==> src/hw/rtl/return_burst_packer_macros.svh <==
// Assertion macros for the return-link burst packer.
// Included by the top level; ASSERT_OFF removes all checks.
`ifndef RETURN_BURST_PACKER_MACROS_SVH
`define RETURN_BURST_PACKER_MACROS_SVH
`ifndef ASSERT_OFF
`define RBP_ASSERT(lbl, clk, rst, prop, msg) \
   lbl: assert property (@(posedge clk) disable iff (rst) prop) else $error(msg);
`define RBP_ASSERT_ALWAYS(lbl, clk, prop, msg) \
   lbl: assert property (@(posedge clk) prop) else $error(msg);
`else
`define RBP_ASSERT(lbl, clk, rst, prop, msg)
`define RBP_ASSERT_ALWAYS(lbl, clk, prop, msg)
`endif
`endif

==> src/hw/rtl/rbp_pkg.sv <==
// Shared types, codes and helpers for the return-link burst packer.
// No dependencies; used by rbp_core, rbp_skid and return_burst_packer.
package rbp_pkg;

   // Command codes carried on the request tuser.
   localparam logic [1:0] CMD_START  = 2'd0;
   localparam logic [1:0] CMD_PACKET = 2'd1;
   localparam logic [1:0] CMD_END    = 2'd2;

   // Verdict codes carried on the response tuser.
   localparam logic [2:0] VERDICT_PLACED    = 3'd0;
   localparam logic [2:0] VERDICT_DEFERRED  = 3'd1;
   localparam logic [2:0] VERDICT_DROPPED   = 3'd2;
   localparam logic [2:0] VERDICT_SKIPPED   = 3'd3;
   localparam logic [2:0] VERDICT_REFUSED   = 3'd4;
   localparam logic [2:0] VERDICT_CFG_ERROR = 3'd5;

   // Configuration register indexes.
   localparam logic [1:0] CSR_BURST_LENGTH_BITS = 2'd0;
   localparam logic [1:0] CSR_HEADER_BYTES      = 2'd1;
   localparam logic [1:0] CSR_FRAME_SIZE_MAX    = 2'd2;

   localparam logic [18:0] BURST_LENGTH_BITS_RST = 19'd4096;
   localparam logic [7:0]  HEADER_BYTES_RST      = 8'd4;
   localparam logic [15:0] FRAME_SIZE_MAX_RST    = 16'd1200;

   // Rounding up to kilobits: (x + 999) / 1000 as a multiply by
   // ceil(2^31 / 1000) and a shift. Exact for all 20-bit x.
   localparam int KB_ROUND = 999;
   localparam int KB_RECIP = 2147484;
   localparam int KB_SHIFT = 31;

   typedef struct packed {
      logic [2:0]  verdict;
      logic        frame_closed;
      logic [18:0] closed_frame_bits;
      logic [15:0] frame_count;
      logic [15:0] remaining_kb;
      logic [15:0] packets_in_burst;
   } rbp_result_type;

   function automatic logic [10:0] ceil_kb(input logic [19:0] bits);
      logic [20:0] biased;
      logic [42:0] prod;
      biased = {1'b0, bits} + 21'(KB_ROUND);
      prod   = {22'b0, biased} * 43'(KB_RECIP);
      return prod[KB_SHIFT+10:KB_SHIFT];
   endfunction

endpackage

==> src/hw/rtl/rbp_core.sv <==
// Burst packing decision logic and superframe state registers.
// Depends on rbp_pkg for codes, the result struct and ceil_kb.
module rbp_core
   import rbp_pkg::*;
(
   input  logic           clock,
   input  logic           reset,
   input  logic           csr_we,
   input  logic [1:0]     csr_index,
   input  logic [18:0]    csr_wdata,
   input  logic           accept,
   input  logic [1:0]     command,
   input  logic [15:0]    allocation_kb,
   input  logic [15:0]    packet_bytes,
   input  logic           random_access,
   output rbp_result_type result
);

   logic [18:0] burst_length_bits_ff;
   logic [7:0]  header_bytes_ff;
   logic [15:0] frame_size_max_ff;

   logic [15:0] remaining_ff, remaining_in;
   logic [15:0] used_bytes_ff, used_bytes_in;
   logic [9:0]  burst_kb_ff, burst_kb_in;   // kilobits the open burst will cost
   logic [15:0] pkt_count_ff, pkt_count_in;
   logic [15:0] emitted_ff, emitted_in;
   logic        stopped_ff, stopped_in;

   logic [15:0] blb_bytes;
   logic        cfg_bad;
   logic [16:0] total_bytes;
   logic [15:0] total_min;
   logic [15:0] capacity;
   logic [15:0] free_bytes;
   logic        over_free;
   logic        burst_open;
   logic        close_pkt;
   logic        drop;
   logic [19:0] sum_bits;
   logic [10:0] need_kb_cont;
   logic [10:0] need_kb_fresh;
   logic [10:0] need_kb;
   logic [15:0] rem_after_close;
   logic [15:0] avail_kb;
   logic        defer;
   logic [15:0] emitted_inc;
   logic [15:0] base_count;

   always_comb begin
      blb_bytes   = burst_length_bits_ff[18:3];
      cfg_bad     = (blb_bytes == 16'd0);
      total_bytes = {1'b0, blb_bytes} + {9'b0, header_bytes_ff};
      total_min   = (total_bytes > {1'b0, frame_size_max_ff}) ? frame_size_max_ff
                                                               : total_bytes[15:0];
      capacity    = (total_min > {8'b0, header_bytes_ff})
                    ? total_min - {8'b0, header_bytes_ff} : 16'd0;
      free_bytes  = (capacity > used_bytes_ff) ? capacity - used_bytes_ff : 16'd0;
      over_free   = (packet_bytes > free_bytes);
      burst_open  = (pkt_count_ff != 16'd0);
      close_pkt   = over_free && burst_open;
      drop        = over_free && (!burst_open || (packet_bytes > capacity));

      // Open burst bits are always eight times the used bytes.
      sum_bits      = {1'b0, used_bytes_ff, 3'b0} + {1'b0, packet_bytes, 3'b0};
      need_kb_cont  = ceil_kb(sum_bits);
      need_kb_fresh = ceil_kb({1'b0, packet_bytes, 3'b0});

      rem_after_close = ({6'b0, burst_kb_ff} >= remaining_ff)
                        ? 16'd0 : remaining_ff - {6'b0, burst_kb_ff};
      // bits > 1000 * rem is the same as ceil(bits / 1000) > rem.
      avail_kb = close_pkt ? rem_after_close : remaining_ff;
      need_kb  = close_pkt ? need_kb_fresh : need_kb_cont;
      defer    = ({5'b0, need_kb} > avail_kb);

      emitted_inc = (emitted_ff != 16'hFFFF) ? emitted_ff + 16'd1 : emitted_ff;
      base_count  = close_pkt ? 16'd0 : pkt_count_ff;
   end

   always_comb begin
      remaining_in  = remaining_ff;
      used_bytes_in = used_bytes_ff;
      burst_kb_in   = burst_kb_ff;
      pkt_count_in  = pkt_count_ff;
      emitted_in    = emitted_ff;
      stopped_in    = stopped_ff;
      result.verdict           = VERDICT_PLACED;
      result.frame_closed      = 1'b0;
      result.closed_frame_bits = 19'd0;

      case (command)
         CMD_START: begin
            remaining_in  = allocation_kb;
            used_bytes_in = 16'd0;
            burst_kb_in   = 10'd0;
            pkt_count_in  = 16'd0;
            emitted_in    = 16'd0;
            stopped_in    = 1'b0;
         end
         CMD_END: begin
            if (burst_open) begin
               result.frame_closed      = 1'b1;
               result.closed_frame_bits = {used_bytes_ff, 3'b0};
               remaining_in  = rem_after_close;
               emitted_in    = emitted_inc;
               used_bytes_in = 16'd0;
               burst_kb_in   = 10'd0;
               pkt_count_in  = 16'd0;
            end
            stopped_in = 1'b1;
         end
         CMD_PACKET: begin
            if (cfg_bad) begin
               result.verdict = VERDICT_CFG_ERROR;
            end else if (stopped_ff || (remaining_ff == 16'd0)) begin
               result.verdict = VERDICT_REFUSED;
               stopped_in     = 1'b1;
            end else if (random_access) begin
               result.verdict = VERDICT_SKIPPED;
            end else begin
               if (close_pkt) begin
                  result.frame_closed      = 1'b1;
                  result.closed_frame_bits = {used_bytes_ff, 3'b0};
                  remaining_in  = rem_after_close;
                  emitted_in    = emitted_inc;
                  used_bytes_in = 16'd0;
                  burst_kb_in   = 10'd0;
                  pkt_count_in  = 16'd0;
               end
               if (drop) begin
                  result.verdict = VERDICT_DROPPED;
               end else if (defer) begin
                  result.verdict = VERDICT_DEFERRED;
                  stopped_in     = 1'b1;
               end else begin
                  result.verdict = VERDICT_PLACED;
                  used_bytes_in  = (close_pkt ? 16'd0 : used_bytes_ff) + packet_bytes;
                  burst_kb_in    = need_kb[9:0];
                  pkt_count_in   = (base_count != 16'hFFFF) ? base_count + 16'd1
                                                            : base_count;
               end
            end
         end
         default: begin
         end
      endcase

      result.frame_count      = emitted_in;
      result.remaining_kb     = remaining_in;
      result.packets_in_burst = pkt_count_in;
   end

   always_ff @(posedge clock) begin
      if (reset) begin
         burst_length_bits_ff <= BURST_LENGTH_BITS_RST;
         header_bytes_ff      <= HEADER_BYTES_RST;
         frame_size_max_ff    <= FRAME_SIZE_MAX_RST;
         remaining_ff         <= 16'd0;
         used_bytes_ff        <= 16'd0;
         burst_kb_ff          <= 10'd0;
         pkt_count_ff         <= 16'd0;
         emitted_ff           <= 16'd0;
         stopped_ff           <= 1'b0;
      end else begin
         if (csr_we) begin
            case (csr_index)
               CSR_BURST_LENGTH_BITS: burst_length_bits_ff <= csr_wdata;
               CSR_HEADER_BYTES:      header_bytes_ff      <= csr_wdata[7:0];
               CSR_FRAME_SIZE_MAX:    frame_size_max_ff    <= csr_wdata[15:0];
               default: begin
               end
            endcase
         end
         if (accept) begin
            remaining_ff  <= remaining_in;
            used_bytes_ff <= used_bytes_in;
            burst_kb_ff   <= burst_kb_in;
            pkt_count_ff  <= pkt_count_in;
            emitted_ff    <= emitted_in;
            stopped_ff    <= stopped_in;
         end
      end
   end

endmodule

==> src/hw/rtl/rbp_skid.sv <==
// Output register with a skid stage for the result channel.
// Depends on rbp_pkg for the result struct.
module rbp_skid
   import rbp_pkg::*;
(
   input  logic           clock,
   input  logic           reset,
   input  logic           in_valid,
   output logic           in_ready,
   input  rbp_result_type in_data,
   output logic           out_valid,
   input  logic           out_ready,
   output rbp_result_type out_data
);

   logic           out_valid_ff, out_valid_in;
   logic           skid_valid_ff, skid_valid_in;
   rbp_result_type out_data_ff, out_data_in;
   rbp_result_type skid_data_ff, skid_data_in;
   logic           take;

   assign in_ready  = !skid_valid_ff;
   assign out_valid = out_valid_ff;
   assign out_data  = out_data_ff;
   assign take      = out_valid_ff && out_ready;

   always_comb begin
      out_valid_in  = out_valid_ff;
      skid_valid_in = skid_valid_ff;
      out_data_in   = out_data_ff;
      skid_data_in  = skid_data_ff;
      if (out_valid_ff && !take) begin
         // Output is stalled: park a new transfer in the skid stage.
         if (in_valid) begin
            skid_valid_in = 1'b1;
            skid_data_in  = in_data;
         end
      end else if (skid_valid_ff) begin
         out_valid_in  = 1'b1;
         out_data_in   = skid_data_ff;
         skid_valid_in = 1'b0;
      end else begin
         out_valid_in = in_valid;
         out_data_in  = in_data;
      end
   end

   always_ff @(posedge clock) begin
      if (reset) begin
         out_valid_ff  <= 1'b0;
         skid_valid_ff <= 1'b0;
      end else begin
         out_valid_ff  <= out_valid_in;
         skid_valid_ff <= skid_valid_in;
      end
      out_data_ff  <= out_data_in;
      skid_data_ff <= skid_data_in;
   end

endmodule

==> src/hw/rtl/return_burst_packer.sv <==
// Return-link burst packer: one request per cycle, one response per request.
// Responses are registered (output register, or skid stage on a stall);
// throughput is one request per cycle, limited only by the response side
// draining the two-entry output buffer (output register plus skid stage).
// Synchronous active-high reset clears the superframe state and the output
// buffer and restores the configuration registers to their defaults.
`include "return_burst_packer_macros.svh"
module return_burst_packer
   import rbp_pkg::*;
(
   input  logic        clock,
   input  logic        reset,
   input  logic        csr_we,
   input  logic [1:0]  csr_index,
   input  logic [18:0] csr_wdata,
   input  logic        req_tvalid,
   output logic        req_tready,
   // [15:0] allocation_kb, [31:16] packet_bytes, [32] random_access
   input  logic [39:0] req_tdata,
   // [1:0] command
   input  logic [1:0]  req_tuser,
   output logic        rsp_tvalid,
   input  logic        rsp_tready,
   // [0] frame_closed, [19:1] closed_frame_bits, [35:20] frame_count,
   // [51:36] remaining_kb, [67:52] packets_in_burst
   output logic [71:0] rsp_tdata,
   // [2:0] verdict
   output logic [2:0]  rsp_tuser
);

   logic           req_accept;
   rbp_result_type core_res;
   rbp_result_type rsp_res;

   assign req_accept = req_tvalid && req_tready;

   rbp_core u_core (
      .clock         (clock),
      .reset         (reset),
      .csr_we        (csr_we),
      .csr_index     (csr_index),
      .csr_wdata     (csr_wdata),
      .accept        (req_accept),
      .command       (req_tuser),
      .allocation_kb (req_tdata[15:0]),
      .packet_bytes  (req_tdata[31:16]),
      .random_access (req_tdata[32]),
      .result        (core_res)
   );

   rbp_skid u_skid (
      .clock     (clock),
      .reset     (reset),
      .in_valid  (req_accept),
      .in_ready  (req_tready),
      .in_data   (core_res),
      .out_valid (rsp_tvalid),
      .out_ready (rsp_tready),
      .out_data  (rsp_res)
   );

   assign rsp_tuser = rsp_res.verdict;
   assign rsp_tdata = {4'b0, rsp_res.packets_in_burst, rsp_res.remaining_kb,
                       rsp_res.frame_count, rsp_res.closed_frame_bits,
                       rsp_res.frame_closed};

   `RBP_ASSERT(a_stall_has_rsp, clock, reset, !req_tready |-> rsp_tvalid,
      "request stalled with no response pending")
   `RBP_ASSERT(a_closed_bits_zero, clock, reset,
      req_accept && !core_res.frame_closed |-> core_res.closed_frame_bits == 19'd0,
      "closed bits set without a closed burst")
   `RBP_ASSERT(a_placed_nonempty, clock, reset,
      req_accept && req_tuser == CMD_PACKET && core_res.verdict == VERDICT_PLACED
      |-> core_res.packets_in_burst != 16'd0,
      "placed packet left burst empty")
   `RBP_ASSERT_ALWAYS(a_reset_idle, clock, reset |=> !rsp_tvalid,
      "response valid right after reset")

endmodule
==> config.mk <==
export PLATFORM = sky130hd
export DESIGN_NAME = return_burst_packer
export DESIGN_NICKNAME = d
export VERILOG_FILES = /design/src/hw/rtl/rbp_pkg.sv /design/src/hw/rtl/rbp_core.sv /design/src/hw/rtl/rbp_skid.sv /design/src/hw/rtl/return_burst_packer.sv
export VERILOG_INCLUDE_DIRS = /design/src /design/src/hw/rtl
export SDC_FILE = /design/constraint.sdc
export NUM_CORES = 2
export LEC_CHECK = 0
export ABC_AREA = 1
export BUFFER_PORTS_ARGS = -buffer_cell sky130_fd_sc_hd__clkbuf_2
export CORE_MARGIN = 2
export CORE_UTILIZATION = 49
export CTS_CLUSTER_DIAMETER = 50
export DETAILED_ROUTE_END_ITERATION = 12
export GPL_TIMING_DRIVEN = 1
export HOLD_SLACK_MARGIN = 0.06
export PLACE_DENSITY = 0.66
export SLEW_MARGIN = 20
export SYNTH_ARGS = -nofsm -noshare
export SYNTH_HDL_FRONTEND = slang
export SYNTH_SLANG_ARGS = --single-unit
==> constraint.sdc <==
create_clock -name clock -period 29.2 [get_ports clock]
set_input_delay 1.46 -clock clock [delete_from_list [all_inputs] [get_ports clock]]
set_output_delay 1.46 -clock clock [all_outputs]
set_load 0.005 [all_outputs]
Word level (Yosys, flattened, before mapping)
Cells that the tools add are included.
- magnitude comparators: 7
- bitwise logic cells: 1
- reductions and logical operators: 23
- equal/unequal tests: 13
- $mul: 2
- mux-type cells: 63
- $add $sub $neg: 10
- operators by type and width (cell ; number):
    two-way mux 16 bit ; 30
    case mux 16 bit (3 select lines) ; 4
    two-way mux 20 bit ; 5
    multiplier 21 x 20 -> 40 bit (second input constant) ; 2
    two-way mux 71 bit ; 1
    two-way mux 10 bit ; 7
    greater-than comparator 16 bit ; 3
    case mux 20 bit (2 select lines) ; 1
    adder 16 x 1 -> 16 bit (second input constant) ; 2
    logical NOT 16 bit ; 2
    != test 16 bit (second input constant) ; 2
    case mux 10 bit (3 select lines) ; 1
    adder 20 x 10 -> 21 bit (second input constant) ; 1
    adder 19 x 10 -> 20 bit (second input constant) ; 1
    adder 19 x 19 -> 20 bit ; 1
    adder 16 x 8 -> 17 bit ; 1
    greater-than comparator 17 x 16 -> 1 bit ; 1
    adder 16 bit ; 1
    greater-or-equal comparator 10 x 16 -> 1 bit ; 1
    greater-than comparator 11 x 16 -> 1 bit ; 1
    greater-than comparator 16 x 8 -> 1 bit ; 1
    nonzero test 16 bit ; 1
    subtractor 16 x 10 -> 16 bit ; 1
    subtractor 16 bit ; 1
    22 further kinds ; 47
- bits in registers: 262
- word-level logic and storage cells: 142

Logic depth before layout (Yosys ltp)
- depth in word-level cells: 19
- mapped depth: 95

Cells and area by module
A second synthesis with hierarchy kept.
- cell total of the unflattened synthesis: 3866
- area, all modules: 29492.0 µm²
- modules (own cells, without submodules) (module ; area each (µm²) ; seq. area each (µm²) ; instances ; cells an instance):
    rbp_core ; 24171.9 ; 2302.2 ; 1 ; 3476
    rbp_skid ; 5278.8 ; 4304.1 ; 1 ; 383
    return_burst_packer ; 41.3 ; 0.0 ; 1 ; 7

Least setup slack after synthesis
No wires, ideal clock.
- path kind: flip-flop to flip-flop
- from: register u_core.header_bytes_ff[0]
- to: register u_skid.out_data_ff, in the netlist u_skid.out_data[9], data pin
- stages on the path, launching flop included: 91
- period minus slack after synthesis: 11052 ps
- path buffers: 7
- setup slack: 18148 ps
- arrival: 10799 ps
- required time: 28948 ps
- cells stage by stage: dfxtp_1 -> ha_1 -> inv_1 -> fa_1 -> nand3b_1 -> nor2_1 -> nor2_2 -> o21ai_4 -> nand2_1 -> nor3_2 -> xor2_1 -> inv_1 -> ha_1 -> nand2_1 -> nor2_1 -> a211oi_1 -> nor2_2 -> nor2_4 -> [55 not listed] -> o21bai_1 -> nand2_1 -> nand2_1 -> nand2_1 -> nand2_1 -> nand2_1 -> nand2_1 -> nand2_1 -> a21oi_1 -> nand3_2 -> nor2_8 -> o21ai_0 -> nand2_1 -> nand2_1 -> nand2_1 -> nand2_1 -> nand2_1 -> nand2_1
- RTL lines (what ; line ; text):
    from (decl) ; rbp_core.sv:20 ; logic [7:0] header_bytes_ff;
    from (signal assigned) ; rbp_core.sv:168 ; CSR_HEADER_BYTES: header_bytes_ff <= csr_wdata[7:0];
    to (signal assigned) ; rbp_skid.sv:56 ; out_data_ff <= out_data_in;
    to (decl) ; rbp_skid.sv:18 ; rbp_result_type out_data_ff, out_data_in;

Final worst setup path
- from: register u_core.header_bytes_ff[0]
- to: register u_core.burst_kb_ff[7]
- word-level cells in the longest chain between the ends: 17
- elaborated cells between the ends (all ways): 24
- those cells by class: add/sub: 3; order compare: 6; mux: 12; reduce/logical: 3
- RTL lines (what ; line ; text):
    adder 16 x 8 -> 17 bit ; rbp_core.sv:53 ; total_bytes = {1'b0, blb_bytes} + {9'b0, header_bytes_ff};
    greater-than comparator 17 x 16 -> 1 bit ; rbp_core.sv:54 ; total_min = (total_bytes > {1'b0, frame_size_max_ff}) ? frame_size_max_ff
    two-way mux 16 bit ; rbp_core.sv:54 ;
    subtractor 16 x 8 -> 16 bit / greater-than comparator 16 x 8 -> 1 bit (equally long branches) ; rbp_core.sv:57, rbp_core.sv:56 ;
    two-way mux 16 bit * ; rbp_core.sv:57 ; ? total_min - {8'b0, header_bytes_ff} : 16'd0;
    subtractor 16 bit / greater-than comparator 16 bit (equally long branches) ; rbp_core.sv:58 ; free_bytes = (capacity > used_bytes_ff) ? capacity - used_bytes_ff : 16'd0;
    two-way mux 16 bit ; rbp_core.sv:58 ;
    greater-than comparator 16 bit ; rbp_core.sv:59 ; over_free = (packet_bytes > free_bytes);
    logical AND 1 bit ; rbp_core.sv:61 ; close_pkt = over_free && burst_open;
    two-way mux 11 bit / two-way mux 16 bit (equally long branches) ; rbp_core.sv:73, rbp_core.sv:72 ;
    greater-than comparator 11 x 16 -> 1 bit ; rbp_core.sv:74 ; defer = ({5'b0, need_kb} > avail_kb);
    two-way mux 10 bit ; rbp_core.sv:132 ; end else if (defer) begin
    two-way mux 10 bit * ; rbp_core.sv:130 ; if (drop) begin
    two-way mux 10 bit * ; rbp_core.sv:118 ; end else if (random_access) begin
    two-way mux 10 bit * ; rbp_core.sv:115 ; end else if (stopped_ff || (remaining_ff == 16'd0)) begin
    two-way mux 10 bit * ; rbp_core.sv:113 ; if (cfg_bad) begin
    case mux 10 bit (3 select lines) * ; rbp_core.sv:91 ; case (command)
    to (signal assigned) ; rbp_core.sv:177 ; burst_kb_ff <= burst_kb_in;
    to (decl) ; rbp_core.sv:25 ; logic [9:0] burst_kb_ff, burst_kb_in;
Every way passes the cells marked *; elsewhere a longest branch is shown, timed or not. The select of a mux whose other input is x is not followed.
A chain may end at the register's enable or synchronous reset.

==> run summary <==
============================================================================
Top cell type's share of synthesized area                             19.40%
Clock transition at the registers of the reported paths              0.06 ns
Max Cap Viol                                                               0
Detail-routed net length per standard cell                          17.40 um
DRC Markers                                                                0
Origin of the critical flop-to-flop path                        u_core.header_bytes_ff[0]
Fraction of the mapped netlist area in adder cells                    31.26%
Area taken by flip-flops and latches                              6427 sq um
Wire length of the first global-routing pass                        131.5 mm
Detailed-route wire length                                          83.00 mm
H-tree level count                                                         1
Worst endpoint required time                                        29.60 ns
Max layer used                                                          met5
Unrepaired setup endpoints after global routing                           no
Combined area of the multi-input logic cells                    19,930 sq um
Syn avg cell area                                                7.633 sq um
Insertion delay to the later sink of the worst-skew pair             0.57 ns
Setup Buffers After CTS                                                    0
Xor-xnor portion of the synthesized cell area                         2.016%
N_diodes                                                                   0
Worst path arrival time                                             13.94 ns
Overall via count from detail_route                                   25,650
Worst setup path category                                            reg2reg
1st-iter DRT viols                                                     2,100
Number of port buffers                                                   130
Share of synthesized area spent on multiplexers                           0%
CTS Root Buffer Type                                               clkbuf_16
Predominant post-synthesis flop cell                                edfxtp_1
Total of hold buffers inserted after clock tree synthesis                  0
Dominant combinational cell family by area after synthesis       adder cells
Element type at the critical path end                                   flop
WHS Path Cells                                                             2
Wl on met1                                                          38.94 mm
EDFF count, synth                                                        136
Biggest area contributors in the synthesized netlist            ha_1 (19%), edfxtp_1 (14%), fa_1 (12%)
Sum of net half-perimeters after detailed placement                 67.22 mm
Critical-path cell with the highest stage delay                        inv_2
Fin Setup TNS                                                           0 ns
TritonCTS clock tree                                                     yes
Post-Place Worst Slack                                              15.78 ns
Delay contributed by the slowest stage of the critical path          0.63 ns
Fraction of registers with async set/reset                                0%
Most numerous cell on the critical path                              nand2_1
Count of final hold-check violations                                       0
Transition time of the tightest slew-check pin                      1.093 ns
# fillers                                                              5,841
Launching element type of the critical path                             flop
Number of cells produced by synthesis                                  3,870
Routed wire length on met3                                          6.998 mm
First-pass detailed-route iteration total                                  6
Number of slew-limit violations in the final report                        0
Proportion of layout cells with a drive suffix above 1                7.575%
Final cell utilization of the core                                    53.14%
Overall die height                                                  249.5 um
Setup Skew                                                        0.02045 ns
Placer congestion estimate                                            0.9832
Unique masters post-synth                                                 68
Synth-to-layout area growth                                           7.971%
GRT Resource Usage Total                                              26.52%
Overall die width                                                   249.5 um
Critical path fanouts, max                                                34
Initial Util                                                          49.22%
Average via count per standard cell                                    5.378
Final setup viols                                                          0
Area enclosed by the die boundary                               62,270 sq um
Largest net degree at the start of global routing                         76
Result of the run                                               finished clean
Final critical-path required period                                 13.54 ns
Terminus of the critical flop-to-flop path                      u_core.burst_kb_ff[7]
Nets@finish                                                            4,666
Fin worst setup slack                                               15.67 ns
Hold WC Path Type                                                    reg2reg
Core box area                                                   60,020 sq um
Register-to-Register Path Depth                                           77
Clock buffers created by TritonCTS                                        28
Met2 wire len                                                       35.29 mm
Worst hold path startpoint                                      u_core.burst_kb_ff[8]
Peak clock frequency supported by timing                           73.88 MHz
Via count of the first global-routing pass                            24,010
FF+latch count, synth                                                    253
Headroom to the max-slew limit                                        26.39%
Final worst path period share                                         46.35%
Remaining Overflow, GRT                                                    0
Most frequently used cell type in the post-synthesis netlist         nand2_1
Number of gates given a new drive strength after cts                       0
Seq/Total Area, Yosys                                                 21.75%
Share of synthesized cell area in and, or, nand and nor gates         20.39%
Register-to-register setup slack                                    15.67 ns
Total of warnings raised by yosys                                          0
Row Count                                                                 90
Number of top-level pins                                                 145
Sink Count                                                               253
Post-synthesis compound-gate area fraction                            13.63%
Post-detailed-route count of antenna-violating nets                        0
Maximum count of clock buffers along a single path                         3
Leading cell types by count after synthesis                     nand2_1 (780), inv_1 (728), ha_1 (458), a21oi_1 (302), nor2_1 (245)
Library cell with the largest summed area after synthesis               ha_1
Netlist area before placement                                   29,540 sq um
Capture endpoint of the worst hold path                         u_core.burst_kb_ff[8]
Initial antenna violation count                                            4
============================================================================
-- how the worst max path moves through the flow --
stage,startpoint,endpoint,slack (ns)
5_1_grt,u_core.header_bytes_ff[1],u_core.burst_kb_ff[8],14.22
2_1_floorplan,u_core.header_bytes_ff[0],u_skid.out_data[9],18.15
4_1_cts,u_core.header_bytes_ff[1],u_core.burst_kb_ff[7],15.73
3_3_place_gp,u_core.header_bytes_ff[1],u_core.burst_kb_ff[7],15.78
6_report,u_core.header_bytes_ff[0],u_core.burst_kb_ff[7],15.67
3_5_place_dp,u_core.header_bytes_ff[1],u_core.burst_kb_ff[7],15.78
-- final cells by class --
cell class	count	area share [%]
multi-input combinational	2791	62.47
sequential	253	20.15
inverter	744	8.756
tap	782	3.068
clock buffer	38	2.507
timing repair buffer	147	2.440
clock inverter	14	0.6041
-- cells in the final DEF, fill, tap and decap left out, drive strengths merged, types with 53 or more instances in the layout --
cell type  instances
dfxtp            117
nor2             270
ha               458
fa               175
edfxtp           136
nand2            809
nor3              53
a21oi            303
nand3            148
nand4             53
clkbuf           168
inv              746
o21ai            246
-- layer usage --
layer,track usage [%],up-vias
li1,-,12890
met1,39.37,11740
met2,40.49,903
met3,4.422,110
met4,5.491,8
met5,0,-
-- through the flow --
stage               area (sq um)  hold slack, ns  instances
global placement           30900          0.4539       4717
global route               31890          0.4956       4769
CTS                        31890          0.4691       4769
finish                     31890          0.4697       4769
detailed placement         30900          0.4596       4717
floorplan                  29560          0.4453       3876
-- sequential cells by signal, summed over array words and instances (netlist names), 8 cells and up --
| name | flops |
|---|---|
| u_core.burst_kb_ff | 10 |
| u_core.burst_length_bits_ff | 16 |
| u_core.emitted_ff | 16 |
| u_core.frame_size_max_ff | 16 |
| u_core.header_bytes_ff | 8 |
| u_core.pkt_count_ff | 16 |
| u_core.remaining_ff | 16 |
| u_core.used_bytes_ff | 16 |
| u_skid.out_data | 68 |
| u_skid.skid_data_ff | 68 |
-- logic make-up (layout without fill, tap and decap cells) --
group | count (synthesis) | after routing
simple gates | 1371 | 1371
other cells | 1 | 7
xor+xnor | 68 | 68
flops | 253 | 253
compound gates | 712 | 712
buf+inv | 832 | 943
fa+ha+maj | 633 | 633
-- worst max-delay path, delay by kind of cell (launching register included) --
kind                       cells  cell delay (ns)
and+or+nand+nor               41             6.26
DFF                            1             0.41
buffers and inverters         10             1.49
AOI/OAI and AO/OA             17             2.65
xor gates and xnor gates       1             0.25
adders and majority gates      8             2.28
Power is not shown: default switching activity piles up to over one toggle a cycle in this logic, so the estimate is an artifact.
